### src/b64d_pkg.sv
// ----------------------------------------------------------------------------
// Strict base64 decoder package
// Shared types, constants and the character lookup for the decoder.
// ----------------------------------------------------------------------------
package b64d_pkg;

  // Default width of the group and byte counters.
  localparam int COUNT_WIDTH_DEF = 25;

  // Width and reset value of the byte limit register.
  localparam int LIMIT_WIDTH = 24;
  localparam logic [LIMIT_WIDTH-1:0] MAX_BYTES_RESET = '1;

  // Result queue sizing. One request can produce up to four results.
  localparam int MAX_RESULTS = 4;
  localparam int QUEUE_DEPTH = 8;
  localparam int QPTR_W      = $clog2(QUEUE_DEPTH);
  localparam int QCNT_W      = $clog2(QUEUE_DEPTH + 1);
  localparam int PUSH_W      = $clog2(MAX_RESULTS + 1);

  // Configuration port.
  localparam int APB_ADDR_W = 3;
  localparam int APB_DATA_W = 32;

  // The padding character.
  localparam logic [7:0] PAD_CHAR = 8'h3D;

  // Status codes reported on the final item.
  typedef enum logic [2:0] {
    ERR_NONE      = 3'd0,
    ERR_BAD_CHAR  = 3'd1,
    ERR_PADDING   = 3'd2,
    ERR_LENGTH    = 3'd3,
    ERR_TOO_LARGE = 3'd4
  } b64d_err_t;

  // One input request: a character and the end-of-text flag.
  typedef struct packed {
    logic [7:0] in_char;
    logic       last_char;
  } b64d_in_t;

  // One result: a data byte or the final status.
  typedef struct packed {
    logic [7:0] out_byte;
    logic       is_byte;
    logic       is_status;
    b64d_err_t  err_code;
  } b64d_out_t;

  // Sextet lookup: bit 6 set marks a character outside the alphabet.
  function automatic logic [6:0] sextet_of(input logic [7:0] c);
    logic [6:0] r;
    r = 7'h40;
    if (c inside {[8'h41:8'h5A]}) begin
      r = {1'b0, 6'(c - 8'h41)};
    end else if (c inside {[8'h61:8'h7A]}) begin
      r = {1'b0, 6'(c - 8'h61 + 8'd26)};
    end else if (c inside {[8'h30:8'h39]}) begin
      r = {1'b0, 6'(c - 8'h30 + 8'd52)};
    end else if (c == 8'h2B) begin
      r = 7'd62;
    end else if (c == 8'h2F) begin
      r = 7'd63;
    end
    return r;
  endfunction

endpackage

### src/b64d_decode.sv
// ----------------------------------------------------------------------------
// Base64 decode step
// Holds the per-text state and turns one accepted character into up to four
// results: the bytes of a finished group and the final status.
// ----------------------------------------------------------------------------
module b64d_decode
  import b64d_pkg::*;
#(
  parameter int COUNT_WIDTH = COUNT_WIDTH_DEF
) (
  input  logic                         clk,
  input  logic                         rst,
  input  logic                         accept,
  input  b64d_in_t                     item,
  input  logic [LIMIT_WIDTH-1:0]       max_out_bytes,
  output logic [PUSH_W-1:0]            push_n,
  output b64d_out_t [MAX_RESULTS-1:0]  push_items
);

  localparam logic [COUNT_WIDTH-1:0] CNT_MAX = '1;
  localparam int AW = (COUNT_WIDTH > LIMIT_WIDTH) ? COUNT_WIDTH : LIMIT_WIDTH;
  localparam int TW = (COUNT_WIDTH + 2 > LIMIT_WIDTH) ? COUNT_WIDTH + 2 : LIMIT_WIDTH;

  // Per-text state.
  logic [23:0]            group_bits;
  logic [1:0]             group_pos;
  logic [1:0]             pad_count;
  logic                   padded_group_seen;
  logic [COUNT_WIDTH-1:0] group_count;
  logic [COUNT_WIDTH-1:0] byte_count;
  b64d_err_t              first_error;

  logic [23:0]            group_bits_next;
  logic [1:0]             group_pos_next;
  logic [1:0]             pad_count_next;
  logic                   padded_group_seen_next;
  logic [COUNT_WIDTH-1:0] group_count_next;
  logic [COUNT_WIDTH-1:0] byte_count_next;
  b64d_err_t              first_error_next;

  logic                   is_pad;
  logic [6:0]             sx;
  logic [5:0]             value;
  b64d_err_t              char_err;
  b64d_err_t              err_seen;
  logic                   group_done;
  logic [1:0]             nbytes;
  logic [AW-1:0]          room;
  logic                   has_room;
  logic [1:0]             emit_n;
  logic                   limit_hit;
  logic [COUNT_WIDTH:0]   byte_sum;
  logic [COUNT_WIDTH-1:0] gc_less1;
  logic [TW-1:0]          gc_times3;
  logic                   too_many_groups;
  b64d_err_t              status_err;

  // Character classification and padding rules.
  always_comb begin
    is_pad   = (item.in_char == PAD_CHAR);
    sx       = sextet_of(item.in_char);
    value    = 6'd0;
    char_err = ERR_NONE;
    pad_count_next = pad_count;
    if (is_pad) begin
      if (group_pos < 2'd2) begin
        char_err = ERR_PADDING;
      end else if (pad_count < 2'd3) begin
        pad_count_next = pad_count + 2'd1;
      end
    end else begin
      if (pad_count != 2'd0) begin
        char_err = ERR_PADDING;
      end else if (sx[6]) begin
        char_err = ERR_BAD_CHAR;
      end
      if (!sx[6]) begin
        value = sx[5:0];
      end
    end
    // Keep the first error; padding seen in an earlier group comes first.
    if (first_error != ERR_NONE) begin
      err_seen = first_error;
    end else if (group_pos == 2'd0 && padded_group_seen) begin
      err_seen = ERR_PADDING;
    end else begin
      err_seen = char_err;
    end
  end

  // Group completion, byte limit and counter updates.
  always_comb begin
    group_done = (group_pos == 2'd3);
    if (pad_count_next >= 2'd2) begin
      nbytes = 2'd1;
    end else if (pad_count_next == 2'd1) begin
      nbytes = 2'd2;
    end else begin
      nbytes = 2'd3;
    end
    has_room = AW'(byte_count) < AW'(max_out_bytes);
    room     = AW'(max_out_bytes) - AW'(byte_count);
    emit_n   = 2'd0;
    if (group_done && err_seen == ERR_NONE && has_room) begin
      emit_n = (room >= AW'(nbytes)) ? nbytes : room[1:0];
    end
    limit_hit = group_done && (err_seen == ERR_NONE) && (emit_n != nbytes);
    first_error_next = limit_hit ? ERR_TOO_LARGE : err_seen;

    byte_sum        = {1'b0, byte_count} + (COUNT_WIDTH + 1)'(emit_n);
    byte_count_next = byte_sum[COUNT_WIDTH] ? CNT_MAX : byte_sum[COUNT_WIDTH-1:0];

    group_bits_next        = {group_bits[17:0], value};
    group_pos_next         = group_pos + 2'd1;
    group_count_next       = group_count;
    padded_group_seen_next = padded_group_seen;
    if (group_done) begin
      if (group_count != CNT_MAX) begin
        group_count_next = group_count + COUNT_WIDTH'(1);
      end
      if (pad_count_next != 2'd0) begin
        padded_group_seen_next = 1'b1;
      end
    end
  end

  // Final status. Groups exceed limit/3 + 1 exactly when
  // count >= 2 and limit < 3 * (count - 1).
  always_comb begin
    gc_less1  = group_count_next - COUNT_WIDTH'(1);
    gc_times3 = TW'(gc_less1) + TW'({gc_less1, 1'b0});
    too_many_groups = (group_count_next >= COUNT_WIDTH'(2)) &&
                      (TW'(max_out_bytes) < gc_times3);
    if (!group_done) begin
      status_err = ERR_LENGTH;
    end else if (too_many_groups) begin
      status_err = ERR_TOO_LARGE;
    end else begin
      status_err = first_error_next;
    end
  end

  // Result list: emitted bytes first, then the status on the last character.
  always_comb begin
    push_n = PUSH_W'(emit_n) + PUSH_W'(item.last_char);
    for (int i = 0; i < MAX_RESULTS; i++) begin
      push_items[i] = '{out_byte: 8'd0, is_byte: 1'b0, is_status: 1'b1,
                        err_code: status_err};
      if (i < 3 && 2'(i) < emit_n) begin
        push_items[i] = '{out_byte: group_bits_next[23 - 8 * (i % 3) -: 8],
                          is_byte: 1'b1, is_status: 1'b0, err_code: ERR_NONE};
      end
    end
  end

  // State registers; the last character returns the text state to reset.
  always_ff @(posedge clk) begin
    if (rst || (accept && item.last_char)) begin
      group_bits        <= '0;
      group_pos         <= '0;
      pad_count         <= '0;
      padded_group_seen <= 1'b0;
      group_count       <= '0;
      byte_count        <= '0;
      first_error       <= ERR_NONE;
    end else if (accept) begin
      group_bits        <= group_done ? 24'd0 : group_bits_next;
      group_pos         <= group_pos_next;
      pad_count         <= group_done ? 2'd0 : pad_count_next;
      padded_group_seen <= padded_group_seen_next;
      group_count       <= group_count_next;
      byte_count        <= byte_count_next;
      first_error       <= first_error_next;
    end
  end

endmodule

### src/b64d_queue.sv
// ----------------------------------------------------------------------------
// Result queue
// Takes up to four results in one cycle and hands them out one per cycle while pop is high.
// ----------------------------------------------------------------------------
module b64d_queue
  import b64d_pkg::*;
(
  input  logic                         clk,
  input  logic                         rst,
  input  logic [PUSH_W-1:0]            push_n,
  input  b64d_out_t [MAX_RESULTS-1:0]  push_items,
  input  logic                         pop,
  output logic [QCNT_W-1:0]            count,
  output b64d_out_t                    head
);

  b64d_out_t [QUEUE_DEPTH-1:0] slots;
  logic [QPTR_W-1:0]           wr_ptr;
  logic [QPTR_W-1:0]           rd_ptr;
  logic [QUEUE_DEPTH-1:0]      slot_we;
  b64d_out_t [QUEUE_DEPTH-1:0] slot_data;
  logic [QPTR_W-1:0]           offset;

  // Each slot takes the result whose place after the write pointer it holds.
  always_comb begin
    for (int j = 0; j < QUEUE_DEPTH; j++) begin
      offset       = QPTR_W'(j) - wr_ptr;
      slot_we[j]   = (QCNT_W'(offset) < QCNT_W'(push_n));
      slot_data[j] = push_items[offset[PUSH_W-2:0]];
    end
  end

  always_ff @(posedge clk) begin
    for (int j = 0; j < QUEUE_DEPTH; j++) begin
      if (slot_we[j]) begin
        slots[j] <= slot_data[j];
      end
    end
  end

  // Pointers and fill count.
  always_ff @(posedge clk) begin
    if (rst) begin
      wr_ptr <= '0;
      rd_ptr <= '0;
      count  <= '0;
    end else begin
      wr_ptr <= wr_ptr + QPTR_W'(push_n);
      rd_ptr <= rd_ptr + QPTR_W'(pop);
      count  <= count + QCNT_W'(push_n) - QCNT_W'(pop);
    end
  end

  assign head = slots[rd_ptr];

endmodule

### src/strict_base64_decoder.sv
// ----------------------------------------------------------------------------
// Strict base64 decoder
// Decodes standard-alphabet base64 text, one character per request, into
// bytes and a final status item.
// ----------------------------------------------------------------------------
// The decoder takes one character per cycle while ready, decodes it in the
// cycle it is accepted and puts its results (up to three bytes when a group
// of four closes, plus the status on the last character) into an eight-entry
// result queue that delivers one result per cycle while the consumer is
// ready. The input is ready whenever the queue holds four results or fewer,
// so with an always-ready consumer a text streams at one character per cycle;
// when the consumer stalls, the queue fill sets how long the input waits.
// Bytes emitted before an error stay emitted; the consumer discards them when
// the status reports an error. The user writes the byte limit through the
// configuration port only while no text is in flight; nothing checks it.
module strict_base64_decoder
  import b64d_pkg::*;
#(
  parameter int COUNT_WIDTH = COUNT_WIDTH_DEF
) (
  input  logic                  clk,
  input  logic                  rst,
  // Character requests.
  input  logic                  text_valid,
  output logic                  text_ready,
  input  b64d_in_t              text_item,
  // Results.
  output logic                  result_valid,
  input  logic                  result_ready,
  output b64d_out_t             result_item,
  // Configuration port.
  input  logic                  psel,
  input  logic                  penable,
  input  logic                  pwrite,
  input  logic [APB_ADDR_W-1:0] paddr,
  input  logic [APB_DATA_W-1:0] pwdata,
  output logic [APB_DATA_W-1:0] prdata,
  output logic                  pready
);

  localparam logic [QCNT_W-1:0] READY_LIMIT = QCNT_W'(QUEUE_DEPTH - MAX_RESULTS);

  logic [LIMIT_WIDTH-1:0]       max_out_bytes;
  logic                         accept;
  logic [PUSH_W-1:0]            push_n;
  b64d_out_t [MAX_RESULTS-1:0]  push_items;
  logic [QCNT_W-1:0]            q_count;

  // Byte limit register; only paddr[2] is decoded, so every address with it clear maps here.
  always_ff @(posedge clk) begin
    if (rst) begin
      max_out_bytes <= MAX_BYTES_RESET;
    end else if (psel && penable && pwrite && pready && paddr[2] == 1'b0) begin
      max_out_bytes <= pwdata[LIMIT_WIDTH-1:0];
    end
  end

  assign pready = 1'b1;
  assign prdata = (paddr[2] == 1'b0) ? APB_DATA_W'(max_out_bytes) : '0;

  // Accept a character while the queue has room for a full set of results.
  assign text_ready = (q_count <= READY_LIMIT);
  assign accept     = text_valid && text_ready;

  b64d_decode #(
    .COUNT_WIDTH (COUNT_WIDTH)
  ) u_decode (
    .clk           (clk),
    .rst           (rst),
    .accept        (accept),
    .item          (text_item),
    .max_out_bytes (max_out_bytes),
    .push_n        (push_n),
    .push_items    (push_items)
  );

  b64d_queue u_queue (
    .clk        (clk),
    .rst        (rst),
    .push_n     (accept ? push_n : PUSH_W'(0)),
    .push_items (push_items),
    .pop        (result_valid && result_ready),
    .count      (q_count),
    .head       (result_item)
  );

  assign result_valid = (q_count != '0);

endmodule

### config.mk
export PLATFORM = sky130hd
export DESIGN_NAME = strict_base64_decoder
export DESIGN_NICKNAME = d
export VERILOG_FILES = /design/src/b64d_pkg.sv /design/src/b64d_decode.sv /design/src/b64d_queue.sv /design/src/strict_base64_decoder.sv
export SDC_FILE = /design/constraint.sdc
export NUM_CORES = 1
export LEC_CHECK = 0
export ABC_CLOCK_PERIOD_IN_PS = 7400
export BUFFER_PORTS_ARGS = -buffer_cell sky130_fd_sc_hd__clkbuf_2
export CORE_UTILIZATION = 57
export CTS_CLUSTER_DIAMETER = 80
export DETAILED_ROUTE_END_ITERATION = 16
export PLACE_DENSITY = 0.78
export SLEW_MARGIN = 15
export SYNTH_ARGS = -nofsm -noshare
export SYNTH_HDL_FRONTEND = slang
export SYNTH_HIERARCHICAL = 1
export SYNTH_SLANG_ARGS = --single-unit
### constraint.sdc
create_clock -name clk -period 7.4 [get_ports clk]
set_input_delay 1.11 -clock clk [delete_from_list [all_inputs] [get_ports clk]]
set_output_delay 1.11 -clock clk [all_outputs]
set_load 0.05 [all_outputs]
==> results of run 1 <==
==> cell type report <==
| class | count | share of cell area [%] |
|---|---|---|
| multi-input cells | 1290 | 56.31 |
| clock buffers | 25 | 3.218 |
| inverters | 84 | 1.711 |
| repair buffers | 174 | 6.219 |
| well taps | 378 | 2.566 |
| clock inverters | 17 | 1.045 |
| flip-flops and latches | 214 | 28.93 |
==> Yosys cell counts (all sizes together) (10+ instances only) <==
cell type	instances
mux4	78
a311oi	10
xnor2	85
and4	11
nand4	35
a31oi	10
xor2	46
inv	84
o21ai	43
a21oi	115
ha	116
nor3	37
nor2b	33
nand2b	10
a21o	53
nor4	12
nor2	191
nand2	108
and3	14
dfxtp	110
edfxtp	104
mux2	18
a211oi	10
mux2i	38
and2	29
nand3	42
clkbuf	47
buf	58
==> state kept, by name (all words and copies together), names as in the netlist <==
name,flops
u_decode/group_bits,18
u_decode/padded_group_seen,1
u_queue/count,4
u_queue/slots,104
u_decode/group_count,25
u_decode/pad_count,2
u_decode/group_pos,2
u_queue/wr_ptr,3
max_out_bytes,24
u_decode/first_error,3
u_decode/byte_count,25
u_queue/rd_ptr,3
==> power groups by stage <==
stage / logic, mW / clock network [mW] / registers (mW)
CTS: 3.16 / 1.22 / 1.40
floorplan: 2.38 / 0 / 1.40
finish: 3.33 / 1.19 / 1.40
global route: 3.65 / 1.26 / 1.41
global placement: 2.95 / 0 / 1.42
detailed placement: 3.04 / 0 / 1.42
==> worst paths after layout <==
check	start	to	slack (ns)	depth (start not counted)
min reg2reg	u_decode/padded_group_seen$_SDFFE_PP0P_	u_decode/padded_group_seen$_SDFFE_PP0P_	0.47	2
min	u_decode/padded_group_seen$_SDFFE_PP0P_	u_decode/padded_group_seen$_SDFFE_PP0P_	0.47	2
max	u_decode/group_count[10]$_SDFFE_PP0P_	u_queue/slots[28]$_DFFE_PN_	0.33	31
max reg2reg	u_decode/group_count[10]$_SDFFE_PP0P_	u_queue/slots[28]$_DFFE_PN_	0.33	31
==> cell usage in the layout (no fill, tap or decap), drive strengths merged, types with 10 or more instances in the layout <==
cell,n
mux2,18
nor4,12
inv,89
nand2,108
dfxtp,110
nor3,37
buf,95
a21o,53
ha,116
conb,19
a311oi,10
nand3,42
and4,11
a211oi,10
xnor2,85
xor2,46
a21oi,115
clkbuf,104
mux2i,38
o21ai,43
nand2b,10
nor2,191
a31oi,10
mux4,78
and2,29
and3,14
nor2b,33
edfxtp,104
nand4,35
==> metal layers <==
metal | up-vias | share of wire (%)
li1 | 6327 | -
met2 | 438 | 52
met5 | - | 0
met1 | 6359 | 40
met3 | 80 | 5.3
met4 | 0 | 2.6
==> stage by stage <==
stage / total power [mW] / std cells / hold slack, ns / setup slack, ns / TNS [ns]
after floorplan: 3.777 / 1693 / 0.4367 / 0.04235 / 0
after global placement: 4.366 / 2134 / 0.4495 / 0.02903 / 0
after detailed placement: 4.467 / 2134 / 0.4571 / -0.1415 / -1.086
after CTS: 5.781 / 2181 / 0.4700 / 0.03247 / 0
after global routing: 6.318 / 2182 / 0.5211 / -0.06611 / -0.3616
final: 5.917 / 2182 / 0.4738 / 0.3347 / 0
==> timing repair <==
item / 4_1_cts / 5_1_grt
buffers inserted: 5 / 2
resized for setup: 8 / 40
pin swaps: 6 / 22
setup endpoints to repair: 18 / 70
hold buffers: 0 / 0
==> logic make-up (layout without fill, tap and decap cells) <==
family / count (synthesis) / after routing
xor+xnor: 131 / 131
flops: 214 / 214
other cells: 4 / 19
buf+inv: 189 / 300
simple gates: 574 / 574
mux: 134 / 134
compound gates: 311 / 311
fa+ha+maj: 121 / 121
==> critical path: cells and delay by family, from the launching register on <==
family                     cells  cell delay [ns]
and+or+nand+nor               11             2.23
AOI/OAI and AO/OA             12             2.07
adders and majority gates      3             0.92
muxes                          2             0.76
DFF                            1             0.33
xor gates and xnor gates       2             0.33
buffers and inverters          1             0.14
==> key figures, run 1 <==
Status
  • Outcome: finished, final reports clean

STA
  • Max Slew Vio Count: 0
  • Setup Skew: approximately 0.013 ns
  • Hold Vio Cnt, Final: 0
  • Fmax: about 0.14 GHz
  • Fin crit share: between 90% and 100%
  • Max_slew headroom: between 20% and 30%
  • Worst slew pin tran: ~1.1 ns
  • Min Tclk post-route: 7.065 ns
  • Final setup violation count: 0

Yosys
  • Cell Area, Synth: 0.01633 sq mm
  • Ys async rst share: 0%
  • Synth Area in Simple Gates: roughly 18%
  • Multiplexer share of the synthesized area: between 10% and 20%
  • Biggest area consumer among synthesized cells: edfxtp_1
  • Adder and majority cell fraction of the synthesized area: 9.503%
  • Syn. warnings: 6
  • Syn Area/Cell: between 9 and 10 sq um
  • Synth area leaders: edfxtp_1 (19%), dfxtp_1 (13%), ha_1 (8.9%)
  • Yosys reg bits: around 210
  • Share of Yosys cell area claimed by the top area cell type: 19.13%
  • Synth Flop Type: dfxtp_1
  • Largest family of logic cells by synthesized area: simple AND/OR/NAND/NOR gates
  • Unique masters post-synth: 86
  • Complex-gate fraction of the synthesized area: between 10% and 20%
  • Synth Area in XOR/XNOR: under 10%
  • Mapped Cells: roughly 1700
  • Post-synth EDFFs: between 100 and 150
  • Register area share after synthesis: 32.62%

Floorplanning
  • Core area: around 0.028 sq mm
  • FP Rows: 61
  • Die Y: 171.2 um
  • Initial Util: between 50% and 60%
  • Die ar.: around 0.03 sq mm
  • I/O pin count: 99
  • Die W: between 150 and 200 um

Finish
  • NumNets Final: between 1500 and 2000
  • Area taken by multi-input logic gates: 0.01038 sq mm
  • Share of cells above drive strength 1: approximately a fifth
  • Fillcell total: ~2200
  • Antenna cells: 0
  • Final core utilization: about two thirds
  • Final non-filler cell area: 0.01843 sq mm
  • Sequential Area: 0.005333 sq mm
  • Syn-to-layout area delta: 12.89%

Clocking
  • Worst-skew pair later-pin latency: 0.53 ns
  • CTS tree: yes
  • Clk buf depth: 3
  • Total CTS buffers: 23
  • H-tree depth: 1
  • Clk root buf: clkbuf_16
  • Clock slew at reported path FFs: 0.06 ns
  • Sink Count: between 200 and 250

Power and ir drop
  • Sw Share: 40.76%
  • Comb pwr share: a little under three fifths
  • Peak VDD IR: between 0.4 and 0.5 mV
  • Flop pwr share: 23.6%
  • Net Sw Power: 2.412 mW
  • Static Leakage: around 6.8 nW
  • Power density of the placed cells: 321.0 mW/mm^2
  • P_int: 3.505 mW
  • Clk pwr share: 20.2%

Critical path
  • Crit path kind: reg -> reg
  • Max stage delay on crit path: 0.60 ns
  • Worst path arrival time: approximately 7.3 ns
  • Startpoint Class: register
  • CP dominant cell by count: nand2_1
  • CP max-delay cell: or4_4
  • CP endpoint kind: register
  • Critical path fanouts, max: 4
  • Critical Path RT: approximately 7.7 ns

Detailed routing
  • Mean routed wirelength per cell: 18.08 um
  • Routed wire length: ~39000 um
  • Post-route ant nets: 0
  • DRC errors left: 0
  • Starting DRC count in detailed routing: approximately 940
  • Via count: 13200
  • Via-to-Cell Ratio: between 6 and 7
  • Drt pass-1 iters: 5

Run
  • Number of max-cap violations: 0

Place
  • Placed Instance Area: about 0.017 sq mm
  • PortBufs: 79
  • HPWL after DPL: about 29000 um
  • Global placement routability congestion: about 0.93

Global route
  • Gr usage total: 26.94%
  • Largest net degree at the start of global routing: 77
  • Grt ovf: 0
  • Met1 Resource Use GR: 31.94%
  • First-pass GRT wire length: 62970 um
  • Global route hottest layer: met2
  • GRT met2 Usage: 50.34%
  • Initial antenna violation count: 0
  • Met3 Use GR: 3.382%
  • Vias in the first global route: 12710

Min path
  • HP Class: reg -> reg
Note: power is estimated with default switching activity, not from simulation.
==> run 2: changes to the inputs <==
--- a/config.mk
+++ b/config.mk
@@ -7,10 +7,13 @@
 export LEC_CHECK = 0
 export ABC_CLOCK_PERIOD_IN_PS = 7400
 export BUFFER_PORTS_ARGS = -buffer_cell sky130_fd_sc_hd__clkbuf_2
-export CORE_UTILIZATION = 57
+export CELL_PAD_IN_SITES_DETAIL_PLACEMENT = 0
+export CELL_PAD_IN_SITES_GLOBAL_PLACEMENT = 1
+export CORE_UTILIZATION = 44
 export CTS_CLUSTER_DIAMETER = 80
 export DETAILED_ROUTE_END_ITERATION = 16
-export PLACE_DENSITY = 0.78
+export PLACE_DENSITY_LB_ADDON = 0.1
+export RECOVER_POWER = 50
 export SLEW_MARGIN = 15
 export SYNTH_ARGS = -nofsm -noshare
 export SYNTH_HDL_FRONTEND = slang
==> key figures, run 2 (synthesized netlist as in run 1, its figures left out) <==
Power and ir drop
  • Final total power: 5.989 mW (+1.2%)
  • Peak VDD IR: 0.3035 mV (-33%)
  • Power density of the placed cells: 320.0 mW/mm^2 (-0.31%)
  • Static Leakage: 6.859 nW (+0.33%)

Detailed routing
  • DR WL met2: 20990 um (+3.0%)
  • Routed wire length: 41880 um (+6.2%)
  • M1 wire length: 18740 um (+17%)
  • Starting DRC count in detailed routing: 661 (-30%)
  • Metal3 WL: 1468 um (-30%)
  • DR top layer: met4
  • Mean routed wirelength per cell: 18.12 um (+0.22%)
  • DRC errors left: 0 (unchanged)
  • Via count: 12770 (-3.3%)
  • Post-route ant nets: 0 (unchanged)
  • Drt pass-1 iters: 5 (unchanged)
  • Via-to-Cell Ratio: 5.522 (-8.8%)

Floorplanning
  • FP Rows: 70 (+15%)
  • Initial Util: 44.70% (-14 points)
  • Core area: 0.03652 sq mm (+30%)
  • Die W: 194.6 um (+14%)
  • I/O pin count: 99 (unchanged)
  • Die ar.: 0.03788 sq mm (+29%)
  • Die Y: 194.6 um (+14%)

Clocking
  • H-tree depth: 1 (unchanged)
  • Clk root buf: clkbuf_16
  • Worst-skew pair later-pin latency: 0.55 ns (+0.02 ns)
  • Sink Count: 214 (unchanged)
  • CTS tree: yes
  • Total CTS buffers: 26 (+13%)
  • Clk buf depth: 3 (unchanged)
  • Post-CTS Hold Fix Bufs: 0 (unchanged)
  • Clock slew at reported path FFs: 0.06 ns (about the same)

Finish
  • Top flop regs: u_queue/slots: 104 flops, u_decode/byte_count: 25 flops, u_decode/group_count: 25 flops
  • Share of cells above drive strength 1: 18.55% (-1.3 points)
  • NumNets Final: 1997 (+1.9%)
  • Final core utilization: 51.23% (-15 points)
  • Area taken by multi-input logic gates: 0.01032 sq mm (-0.57%)
  • Sequential Area: 0.005333 sq mm (unchanged)
  • Syn-to-layout area delta: 14.62%
  • Antenna cells: 0 (unchanged)
  • Final non-filler cell area: 0.01871 sq mm (+1.5%)
  • Biggest register: u_queue/slots
  • Final cell count without fillers: 2312 (+6.0%)
  • Fillcell total: 3434 (+54%)
  • Most common cell after layout, fill and taps aside: nor2_1
  • Most frequent cells in the layout: nor2_1 (189), buf_4 (117), ha_1 (114), a21oi_1 (110), nand2_1 (108)
  • Max FFs per register: 104 (unchanged)

Critical path
  • CP dominant cell by count: buf_4
  • Max stage delay on crit path: 0.59 ns (about the same)
  • Critical path fanouts, max: 4 (unchanged)
  • Critical Path RT: 7.67 ns (+0.02 ns)
  • Crit path kind: reg -> reg
  • Cell family with most CP delay: compound AO/OA/AOI/OAI gates
  • CP endpoint kind: register
  • CP max-delay cell: or4_4
  • Bufs and invs on worst path: 3 (+2)
  • Worst path arrival time: 7.35 ns (+0.03 ns)
  • Startpoint Class: register

STA
  • Fmax: 0.1412 GHz (-0.25%)
  • Fin crit share: 95.71% (+0.24 points)
  • Max_slew headroom: -155.7% (-180 points)
  • Min Tclk post-route: 7.083 ns (+0.01752 ns)
  • Setup Skew: 0.01956 ns (+0.006962 ns)
  • Sum of negative setup slack: 0 ns (unchanged)
  • Worst Setup Slack, final: 0.3172 ns (-0.01752 ns)
  • Worst hold margin: 0.4750 ns (+0.001242 ns)
  • Hold Vio Cnt, Final: 0 (unchanged)
  • Max Slew Vio Count: 181 (+181)
  • Final setup violation count: 0 (unchanged)
  • Worst slew pin tran: 3.836 ns (+2.704 ns)

Global route
  • Initial antenna violation count: 0 (unchanged)
  • Largest net degree at the start of global routing: 77 (unchanged)
  • Grt ovf: 0 (unchanged)
  • First-pass GRT wire length: 65980 um (+4.8%)
  • Vias in the first global route: 12440 (-2.1%)
  • Gr usage total: 21.85% (-5.1 points)

Place
  • Placed Cells: 2256 (+5.7%)
  • Global placement routability congestion: 0.8516 (-8.0%)
  • Placed Instance Area: 0.01773 sq mm (+2.0%)
  • HPWL after DPL: 31360 um (+8.7%)
  • Pre-CTS WS: -0.2740 ns (-0.1325 ns)
  • PortBufs: 79 (unchanged)

Status
  • Failing checks: capacitance limit, slew limit
  • Outcome: complete, but fails checks

Min path
  • HP Class: reg -> reg

Run
  • Number of max-cap violations: 4 (+4)
## run 2: cell count changes in the layout (fill, tap and decap cells not counted), sizes merged
cell    delta
bufinv     -2
buf       +25
clkbuf    +22
clkinv     -2
inv        -3
## run 2: routing by layer
layer | GRT usage (%) | vias up
met3 | 2.776 | 43
met1 | 27.52 | 6113
met4 | 4.292 | 0
met2 | 39.86 | 204
li1 | - | 6406
met5 | 0 | -
## run 2: layout make-up
cell class              count  area share [%]
multi-input cells        1290           55.15
flip-flops and latches    214           28.50
repair buffers            209           7.055
clock buffers              37           3.965
well taps                 468           3.129
inverters                  84           1.685
clock inverters            10          0.5216
## run 2: tightest hold or removal path, cell delays in order (launching register included)
cell     delay [ns]
dfxtp_1        0.32
nand2_1        0.06
a21oi_1        0.05
## run 2: worst paths after layout
path / startpoint / cells after the start / slack [ns] / endpoint
worst min register to register: u_decode/group_bits[7]$_SDFFE_PP0P_ / 2 / 0.48 / u_decode/group_bits[7]$_SDFFE_PP0P_
worst max register to register: u_decode/group_count[18]$_SDFFE_PP0P_ / 32 / 0.32 / u_queue/slots[41]$_DFFE_PN_
worst max-delay path: u_decode/group_count[18]$_SDFFE_PP0P_ / 32 / 0.32 / u_queue/slots[41]$_DFFE_PN_
worst min-delay path: u_decode/group_bits[7]$_SDFFE_PP0P_ / 2 / 0.48 / u_decode/group_bits[7]$_SDFFE_PP0P_
## run 2: timing repair
item / in CTS / in global routing
resized for setup: 9 / 33
pin swaps: 12 / 26
buffers inserted: 2 / 7
hold endpoints to repair: 0 / 0
setup endpoints to repair: 24 / 24
## run 2: where the power goes
group,internal [mW],total (mW),switching [mW]
combinational,1.49,3.36,1.87
sequential,1.35,1.39,0.0389
clock,0.734,1.24,0.509
total,3.57,5.99,2.42
